### config.mk
export PLATFORM = sky130hd
export DESIGN_NAME = activity_span_coalescer
export DESIGN_NICKNAME = d
export VERILOG_FILES = /design/src/rtl/asc_pkg.sv /design/src/rtl/activity_span_coalescer.sv
export SDC_FILE = /design/constraint.sdc
export NUM_CORES = 2
export LEC_CHECK = 0
export BUFFER_PORTS_ARGS = -buffer_cell sky130_fd_sc_hd__clkbuf_2
export CAP_MARGIN = 20
export CORE_MARGIN = 1.5
export CORE_UTILIZATION = 30
export CTS_CLUSTER_SIZE = 10
export DETAILED_ROUTE_END_ITERATION = 8
export PLACE_DENSITY = 0.48
export SYNTH_ARGS = -nofsm -noshare
export SYNTH_HDL_FRONTEND = slang
export SYNTH_SLANG_ARGS = --single-unit
### constraint.sdc
create_clock -name clk -period 8.8 [get_ports clk]
set_input_delay 0.88 -clock clk [delete_from_list [all_inputs] [get_ports clk]]
set_output_delay 0.88 -clock clk [all_outputs]
set_load 0.01 [all_outputs]
### src/rtl/asc_pkg.sv
// Shared constants and operation codes for the activity span coalescer.
package asc_pkg;

	// Operation codes carried by one input transaction.
	typedef enum logic [1:0] {
		OP_CHANGE = 2'd0,
		OP_DRAIN  = 2'd1,
		OP_CLEAR  = 2'd2
	} op_t;

	// Configuration register indexes.
	localparam logic CFG_MIN_DURATION = 1'b0;
	localparam logic CFG_MERGE_GAP    = 1'b1;

	// Configuration register width and reset values.
	localparam int CFG_BITS = 16;
	localparam logic [CFG_BITS-1:0] MIN_DURATION_RESET = 16'd1000;
	localparam logic [CFG_BITS-1:0] MERGE_GAP_RESET    = 16'd2000;

	// Default payload widths.
	localparam int KEY_BITS_DEFAULT  = 32;
	localparam int TIME_BITS_DEFAULT = 48;

	// Depth of the result queue between the span logic and the output port.
	localparam int OUT_DEPTH = 4;

endpackage

### src/rtl/activity_span_coalescer.sv
// Top level of the activity span coalescer: span tracking and result queue.
//
// Channel   Direction  Handshake            Payload
// input     in         in_valid / in_stall  operation, activity_key, time_ms
// output    out        out_valid/out_stall  record_valid, span_key, span_start_ms,
//                                           span_end_ms, end_of_drain
// config    in         cfg_write            cfg_index, cfg_data
//
// An input transaction is registered, then processed against the open and held
// spans; one new transaction is taken every cycle while in_stall is low.
// Processing writes zero, one or two results into a four-entry result queue and
// waits only while the queue has fewer than two free entries.
// Results leave in order from the queue head, one per cycle while not stalled.
// Reset clears the spans, the queue and the registers to their reset values.
module activity_span_coalescer
	import asc_pkg::*;
#(
	parameter int KEY_BITS  = KEY_BITS_DEFAULT,
	parameter int TIME_BITS = TIME_BITS_DEFAULT
) (
	input  logic                 clk,
	input  logic                 arst_n,
	// Configuration port.
	input  logic                 cfg_write,
	input  logic                 cfg_index,
	input  logic [CFG_BITS-1:0]  cfg_data,
	// Input channel.
	input  logic                 in_valid,
	output logic                 in_stall,
	input  logic [1:0]           operation,
	input  logic [KEY_BITS-1:0]  activity_key,
	input  logic [TIME_BITS-1:0] time_ms,
	// Output channel.
	output logic                 out_valid,
	input  logic                 out_stall,
	output logic                 record_valid,
	output logic [KEY_BITS-1:0]  span_key,
	output logic [TIME_BITS-1:0] span_start_ms,
	output logic [TIME_BITS-1:0] span_end_ms,
	output logic                 end_of_drain
);

	localparam int PTR_BITS = $clog2(OUT_DEPTH);
	localparam int CNT_BITS = $clog2(OUT_DEPTH + 1);
	localparam logic [CNT_BITS-1:0] DEPTH_CNT = CNT_BITS'(OUT_DEPTH);
	localparam logic [CNT_BITS-1:0] ROOM_NEED = CNT_BITS'(2);

	// Configuration registers.
	logic [CFG_BITS-1:0] min_duration_q;
	logic [CFG_BITS-1:0] merge_gap_q;

	// Registered input transaction.
	logic                 valid_s1;
	logic [1:0]           op_s1;
	logic [KEY_BITS-1:0]  key_s1;
	logic [TIME_BITS-1:0] time_s1;

	// Span state.
	logic                 open_valid_q;
	logic [KEY_BITS-1:0]  open_key_q;
	logic [TIME_BITS-1:0] open_start_q;
	logic                 held_valid_q;
	logic [KEY_BITS-1:0]  held_key_q;
	logic [TIME_BITS-1:0] held_start_q;
	logic [TIME_BITS-1:0] held_end_q;

	// Result queue.
	logic                 rq_valid_q [OUT_DEPTH];
	logic [KEY_BITS-1:0]  rq_key_q   [OUT_DEPTH];
	logic [TIME_BITS-1:0] rq_start_q [OUT_DEPTH];
	logic [TIME_BITS-1:0] rq_end_q   [OUT_DEPTH];
	logic                 rq_last_q  [OUT_DEPTH];
	logic [PTR_BITS-1:0]  rq_head_q;
	logic [PTR_BITS-1:0]  rq_tail_q;
	logic [CNT_BITS-1:0]  rq_count_q;

	logic                 fire;
	logic                 in_accept;
	logic                 pop;
	logic                 is_change;
	logic                 is_drain;
	logic                 is_clear;
	logic                 closing;
	logic [TIME_BITS:0]   dur_diff;
	logic                 dur_ok;
	logic [TIME_BITS-1:0] gap_diff;
	logic                 merge;
	logic                 span_kept;
	logic                 emit_held;
	logic                 post_held_valid;
	logic [KEY_BITS-1:0]  post_held_key;
	logic [TIME_BITS-1:0] post_held_start;
	logic [TIME_BITS-1:0] post_held_end;
	logic [PTR_BITS-1:0]  drain_slot;
	logic [CNT_BITS-1:0]  push_count;

	// Handshakes.
	assign fire      = valid_s1 && ((DEPTH_CNT - rq_count_q) >= ROOM_NEED);
	assign in_stall  = valid_s1 && !fire;
	assign in_accept = in_valid && !in_stall;
	assign pop       = out_valid && !out_stall;

	// Decode of the registered operation.
	assign is_change = (op_s1 == OP_CHANGE) && !(open_valid_q && (open_key_q == key_s1));
	assign is_drain  = (op_s1 == OP_DRAIN);
	assign is_clear  = (op_s1 == OP_CLEAR);
	assign closing   = (is_change || is_drain) && open_valid_q;

	// Duration check of the span being closed; a negative duration fails.
	assign dur_diff = {1'b0, time_s1} - {1'b0, open_start_q};
	assign dur_ok   = !dur_diff[TIME_BITS]
		&& (dur_diff[TIME_BITS-1:0] >= {{(TIME_BITS-CFG_BITS){1'b0}}, min_duration_q});

	// Merge check against the held span; an overlap counts as a negative gap.
	assign gap_diff = open_start_q - held_end_q;
	assign merge    = held_valid_q && (held_key_q == open_key_q)
		&& ((open_start_q <= held_end_q)
		|| (gap_diff <= {{(TIME_BITS-CFG_BITS){1'b0}}, merge_gap_q}));

	assign span_kept = closing && dur_ok;
	assign emit_held = span_kept && !merge && held_valid_q;

	// Held span after the open span has been closed.
	always_comb begin
		post_held_valid = held_valid_q;
		post_held_key   = held_key_q;
		post_held_start = held_start_q;
		post_held_end   = held_end_q;
		if (span_kept) begin
			post_held_end = time_s1;
			if (!merge) begin
				post_held_valid = 1'b1;
				post_held_key   = open_key_q;
				post_held_start = open_start_q;
			end
		end
	end

	assign drain_slot = emit_held ? (rq_tail_q + PTR_BITS'(1)) : rq_tail_q;
	assign push_count = CNT_BITS'(emit_held) + CNT_BITS'(is_drain);

	// Configuration registers.
	always_ff @(posedge clk or negedge arst_n) begin
		if (!arst_n) begin
			min_duration_q <= MIN_DURATION_RESET;
			merge_gap_q    <= MERGE_GAP_RESET;
		end else if (cfg_write) begin
			case (cfg_index)
				CFG_MIN_DURATION: min_duration_q <= cfg_data;
				CFG_MERGE_GAP:    merge_gap_q    <= cfg_data;
				default:          ;
			endcase
		end
	end

	// Input register: it empties when the held transaction is processed and
	// nothing new arrives.
	always_ff @(posedge clk or negedge arst_n) begin
		if (!arst_n) begin
			valid_s1 <= 1'b0;
		end else if (!in_stall) begin
			valid_s1 <= in_valid;
		end
	end

	always_ff @(posedge clk) begin
		if (in_accept) begin
			op_s1   <= operation;
			key_s1  <= activity_key;
			time_s1 <= time_ms;
		end
	end

	// Open and held span update.
	always_ff @(posedge clk or negedge arst_n) begin
		if (!arst_n) begin
			open_valid_q <= 1'b0;
			open_key_q   <= '0;
			open_start_q <= '0;
			held_valid_q <= 1'b0;
			held_key_q   <= '0;
			held_start_q <= '0;
			held_end_q   <= '0;
		end else if (fire) begin
			if (is_clear) begin
				open_valid_q <= 1'b0;
				open_key_q   <= '0;
				open_start_q <= '0;
				held_valid_q <= 1'b0;
				held_key_q   <= '0;
				held_start_q <= '0;
				held_end_q   <= '0;
			end else if (is_drain) begin
				if (open_valid_q) begin
					open_start_q <= time_s1;
				end
				held_valid_q <= 1'b0;
				held_key_q   <= '0;
				held_start_q <= '0;
				held_end_q   <= '0;
			end else if (is_change) begin
				open_valid_q <= 1'b1;
				open_key_q   <= key_s1;
				open_start_q <= time_s1;
				held_valid_q <= post_held_valid;
				held_key_q   <= post_held_key;
				held_start_q <= post_held_start;
				held_end_q   <= post_held_end;
			end
		end
	end

	// Result queue pointers and fill count.
	always_ff @(posedge clk or negedge arst_n) begin
		if (!arst_n) begin
			rq_head_q  <= '0;
			rq_tail_q  <= '0;
			rq_count_q <= '0;
		end else begin
			if (pop) begin
				rq_head_q <= rq_head_q + PTR_BITS'(1);
			end
			if (fire) begin
				rq_tail_q <= rq_tail_q + PTR_BITS'(push_count);
			end
			rq_count_q <= rq_count_q + (fire ? push_count : '0) - CNT_BITS'(pop);
		end
	end

	// Result queue entries: the emitted held span first, then the drain record.
	always_ff @(posedge clk) begin
		if (fire && emit_held) begin
			rq_valid_q[rq_tail_q] <= 1'b1;
			rq_key_q[rq_tail_q]   <= held_key_q;
			rq_start_q[rq_tail_q] <= held_start_q;
			rq_end_q[rq_tail_q]   <= held_end_q;
			rq_last_q[rq_tail_q]  <= 1'b0;
		end
		if (fire && is_drain) begin
			rq_valid_q[drain_slot] <= post_held_valid;
			rq_key_q[drain_slot]   <= post_held_valid ? post_held_key : '0;
			rq_start_q[drain_slot] <= post_held_valid ? post_held_start : '0;
			rq_end_q[drain_slot]   <= post_held_valid ? post_held_end : '0;
			rq_last_q[drain_slot]  <= 1'b1;
		end
	end

	// Output port from the queue head.
	assign out_valid     = (rq_count_q != '0);
	assign record_valid  = rq_valid_q[rq_head_q];
	assign span_key      = rq_key_q[rq_head_q];
	assign span_start_ms = rq_start_q[rq_head_q];
	assign span_end_ms   = rq_end_q[rq_head_q];
	assign end_of_drain  = rq_last_q[rq_head_q];

	// The queue never holds more entries than it has.
	assert property (@(posedge clk) disable iff (!arst_n) rq_count_q <= DEPTH_CNT)
		else $error("result queue overflow");

	// A transaction is only processed when at least two queue entries are free.
	assert property (@(posedge clk) disable iff (!arst_n)
		fire |-> (rq_count_q <= (DEPTH_CNT - ROOM_NEED)))
		else $error("processing without room in the result queue");

	// An empty record only ever ends a drain.
	assert property (@(posedge clk) disable iff (!arst_n)
		(out_valid && !record_valid) |-> end_of_drain)
		else $error("empty record outside a drain");

	// A drain always adds its closing record to the queue.
	assert property (@(posedge clk) disable iff (!arst_n)
		(fire && is_drain && !pop) |=> (rq_count_q > $past(rq_count_q)))
		else $error("drain without a closing record");

endmodule

==> results.toml <==
[status]
outcome = "complete, no violations"

[power]
power.density_nw_per_um2 = 360
p_int_mw = 10.6
p_leak_nw = 18.3
ir_drop_mv = 0.161
power_frac_comb = 0.464
seq_power_share = 0.316
switchingPower_mw = 8.04
power_switching_share = 0.432
power_frac_clock = 0.221

[sta]
fin_setup_tns_ps = 0
slew-limit-headroom = 0.206
period_minus_slack_ps = 7320
slew_violations = 0
hold_viol_final = 0
setup_viol = 0
rsz0062_at_grt = "no"
clock_skew_ps = 30.9
max_freq_ghz = 0.137
worst_pin_slew_ps = 1180
min_period_over_period = 0.832

[worst_setup_path]
start_kind = "flop"
cp_common_cell = "buf_4"
critPathKind = "reg2reg"
cp_data_arrival_time_ps = 7960
cp_slowest_cell = "o21ai_4"
path_max_fanout = 62
endpoint_kind = "flop"
worstPathRequired_ps = 9440
cpPeakStageDelay_ps = 610

[logic_synthesis]
ys_top_cells_by_count = "edfxtp_1 (594), nand2_1 (334), inv_1 (255), dfrtp_1 (238), a32o_1 (193)"
yosysTopAreaCellShare = 0.394
synth_area_leaders = "edfxtp_1 (39%), dfrtp_1 (13%), mux4_2 (6.5%)"
synthArstFlopShare = 0.293
synth_top_area_cell = "edfxtp_1"
synth_nets = 3942
ys_ff_latch = 852
yosysMostFrequentCell = "edfxtp_1"
ys_seq_area_frac = 0.536
yosysWarnings = 0
synth-edff-count = 594
avgSynthCellArea_um2 = 12.3
postSynthCellCount = 3695
synth_cell_types = 100
synth_area_um2 = 45300
synth_ff_type = "edfxtp_1"

[global_route]
antenna_found_initial = 2
overflow = 0
grt_pass1_vias = 32800
grt_first_pass_wirelength_mm = 229
track_usage = 0.202
grt_max_degree = 95

[routing]
viasPerCell = 5.56
vias = 33000
drt-total-wl_mm = 157
antenna_left = 0
drc = 0
firstDrtPassIters = 5
drt-initial-drc-count = 2979
avgRoutedWirePerCell_um = 26.4

[clock_network]
cts_sinks = 852
clkLatencyLatePin_ps = 720
post_cts_buffers = 0
cts_buffers = 103
clockBufferDepth = 3
cts.clk_slew.worst_paths_ps = 60
clockRootBuffer = "clkbuf_16"
htree_levels = 3
cts_resized = 0
tritoncts = "yes"
holdBufCountCts = 0

[layout]
fill_cells = 14900
n_antenna_cell = 0
fin_util = 0.345
drive_above_1_share = 0.167
fin_nets = 4076
fin_area_um2 = 51700
area_growth_pct = 14.1

[placement]
dpl-instance-area_um2 = 48500
dp_hpwl_mm = 104
port_buffers = 235
finalWeightedCongestion = 0.955

[floorplan]
dieWidth_um = 391
coreArea_um2 = 150000
pin_count = 236
start_util = 0.302
die_h_um = 391
dieArea_um2 = 153000
rows = 142

[hold_path]
min_path_type = "in2async"

[run]
maxCapViolCount = 0
==> metrics by stage <==
stage / cells / setup slack, ps / total power, mW / hold slack, ps
4_1_cts: 5933 / 1460 / 18.7 / 118
6_report: 5934 / 1480 / 18.6 / 135
2_1_floorplan: 3695 / 506 / 11.4 / 428
3_5_place_dp: 5739 / 1520 / 14.6 / 445
5_1_grt: 5934 / 923 / 19.7 / 142
3_3_place_gp: 5737 / 1530 / 14.6 / 440
==> sequential cells by signal (all words and copies together) (netlist names), 3 cells and up <==
register	flops
merge_gap_q	16
held_start_q	48
key_s1	32
rq_end_q	192
held_key_q	32
held_end_q	48
rq_count_q	3
min_duration_q	16
rq_valid_q	4
rq_start_q	192
rq_key_q	128
time_s1	48
rq_last_q	4
open_key_q	32
open_start_q	48
==> layout by cell type (no fill, tap or decap), types with 90 or more instances in the layout <==
cell type | Yosys | layout
nand2_1 | 334 | 334
nor2_1 | 100 | 99
clkbuf_16 | 0 | 107
o21ai_0 | 122 | 121
clkbuf_2 | 0 | 234
mux4_2 | 130 | 130
edfxtp_1 | 594 | 594
xnor2_1 | 90 | 90
o22ai_1 | 166 | 166
a22o_1 | 160 | 160
o2bb2ai_1 | 162 | 162
ha_1 | 140 | 140
dfrtp_1 | 238 | 236
a32o_1 | 193 | 193
inv_1 | 255 | 255
a21oi_1 | 128 | 128
==> worst max-delay path: cells and delay by family, from the launching register on <==
kind | cells | cell delay, ps
buffers and inverters | 4 | 1300
AND/OR/NAND/NOR | 9 | 1740
adder cells (fa/ha/maj) | 3 | 830
AO/OA/AOI/OAI | 8 | 2560
XOR/XNOR | 1 | 140
flip-flops | 1 | 470
==> power groups by stage <==
stage | clock, mW | combinational [mW] | sequential [mW]
6_report | 4.10 | 8.62 | 5.87
3_5_place_dp | 0 | 8.65 | 5.94
2_1_floorplan | 0 | 5.85 | 5.51
4_1_cts | 4.20 | 8.68 | 5.87
5_1_grt | 4.35 | 9.34 | 5.96
3_3_place_gp | 0 | 8.65 | 5.93
==> layout make-up <==
| type | count | area [µm²] | area share |
|---|---|---|---|
| Clock inverter | 13 | 121 | 0.00235 |
| Inverter | 255 | 957 | 0.0185 |
| Multi-Input combinational cell | 2318 | 18800 | 0.364 |
| Tap cell | 2016 | 2520 | 0.0488 |
| Timing Repair Buffer | 299 | 1940 | 0.0375 |
| Clock buffer | 181 | 3070 | 0.0593 |
| Sequential cell | 852 | 24300 | 0.470 |
==> kinds of logic after synthesis <==
kind of cell | synth area share
buf+inv | 0.0528
xor+xnor | 0.0244
flops | 0.536
compound gates | 0.199
simple gates | 0.0750
mux | 0.0724
fa+ha+maj | 0.0400
==> final timing paths <==
| check | from | end | slack, ps | depth (start not counted) |
|---|---|---|---|---|
| min in group clk | activity_key[29] | key_s1[29] | 340 | 1 |
| hold / removal | arst_n | min_duration_q[14] | 130 | 1 |
| setup / recovery | time_s1[0] | held_key_q[9] | 1480 | 25 |
| max in group asynchronous | arst_n | open_key_q[3] | 7150 | 2 |
| setup reg to reg | time_s1[0] | held_key_q[9] | 1480 | 25 |
| hold reg to reg | rq_last_q[3] | rq_last_q[3] | 460 | 2 |
==> routing by layer <==
metal / vias up / global-route usage / wire [µm]
li1: 14800 / - / -
met1: 16900 / 0.272 / 68600
met2: 1119 / 0.332 / 75000
met3: 228 / 0.0294 / 8190
met4: 0 / 0.0655 / 4970
met5: - / 0 / 0
Power figures use the tool's default switching activity.
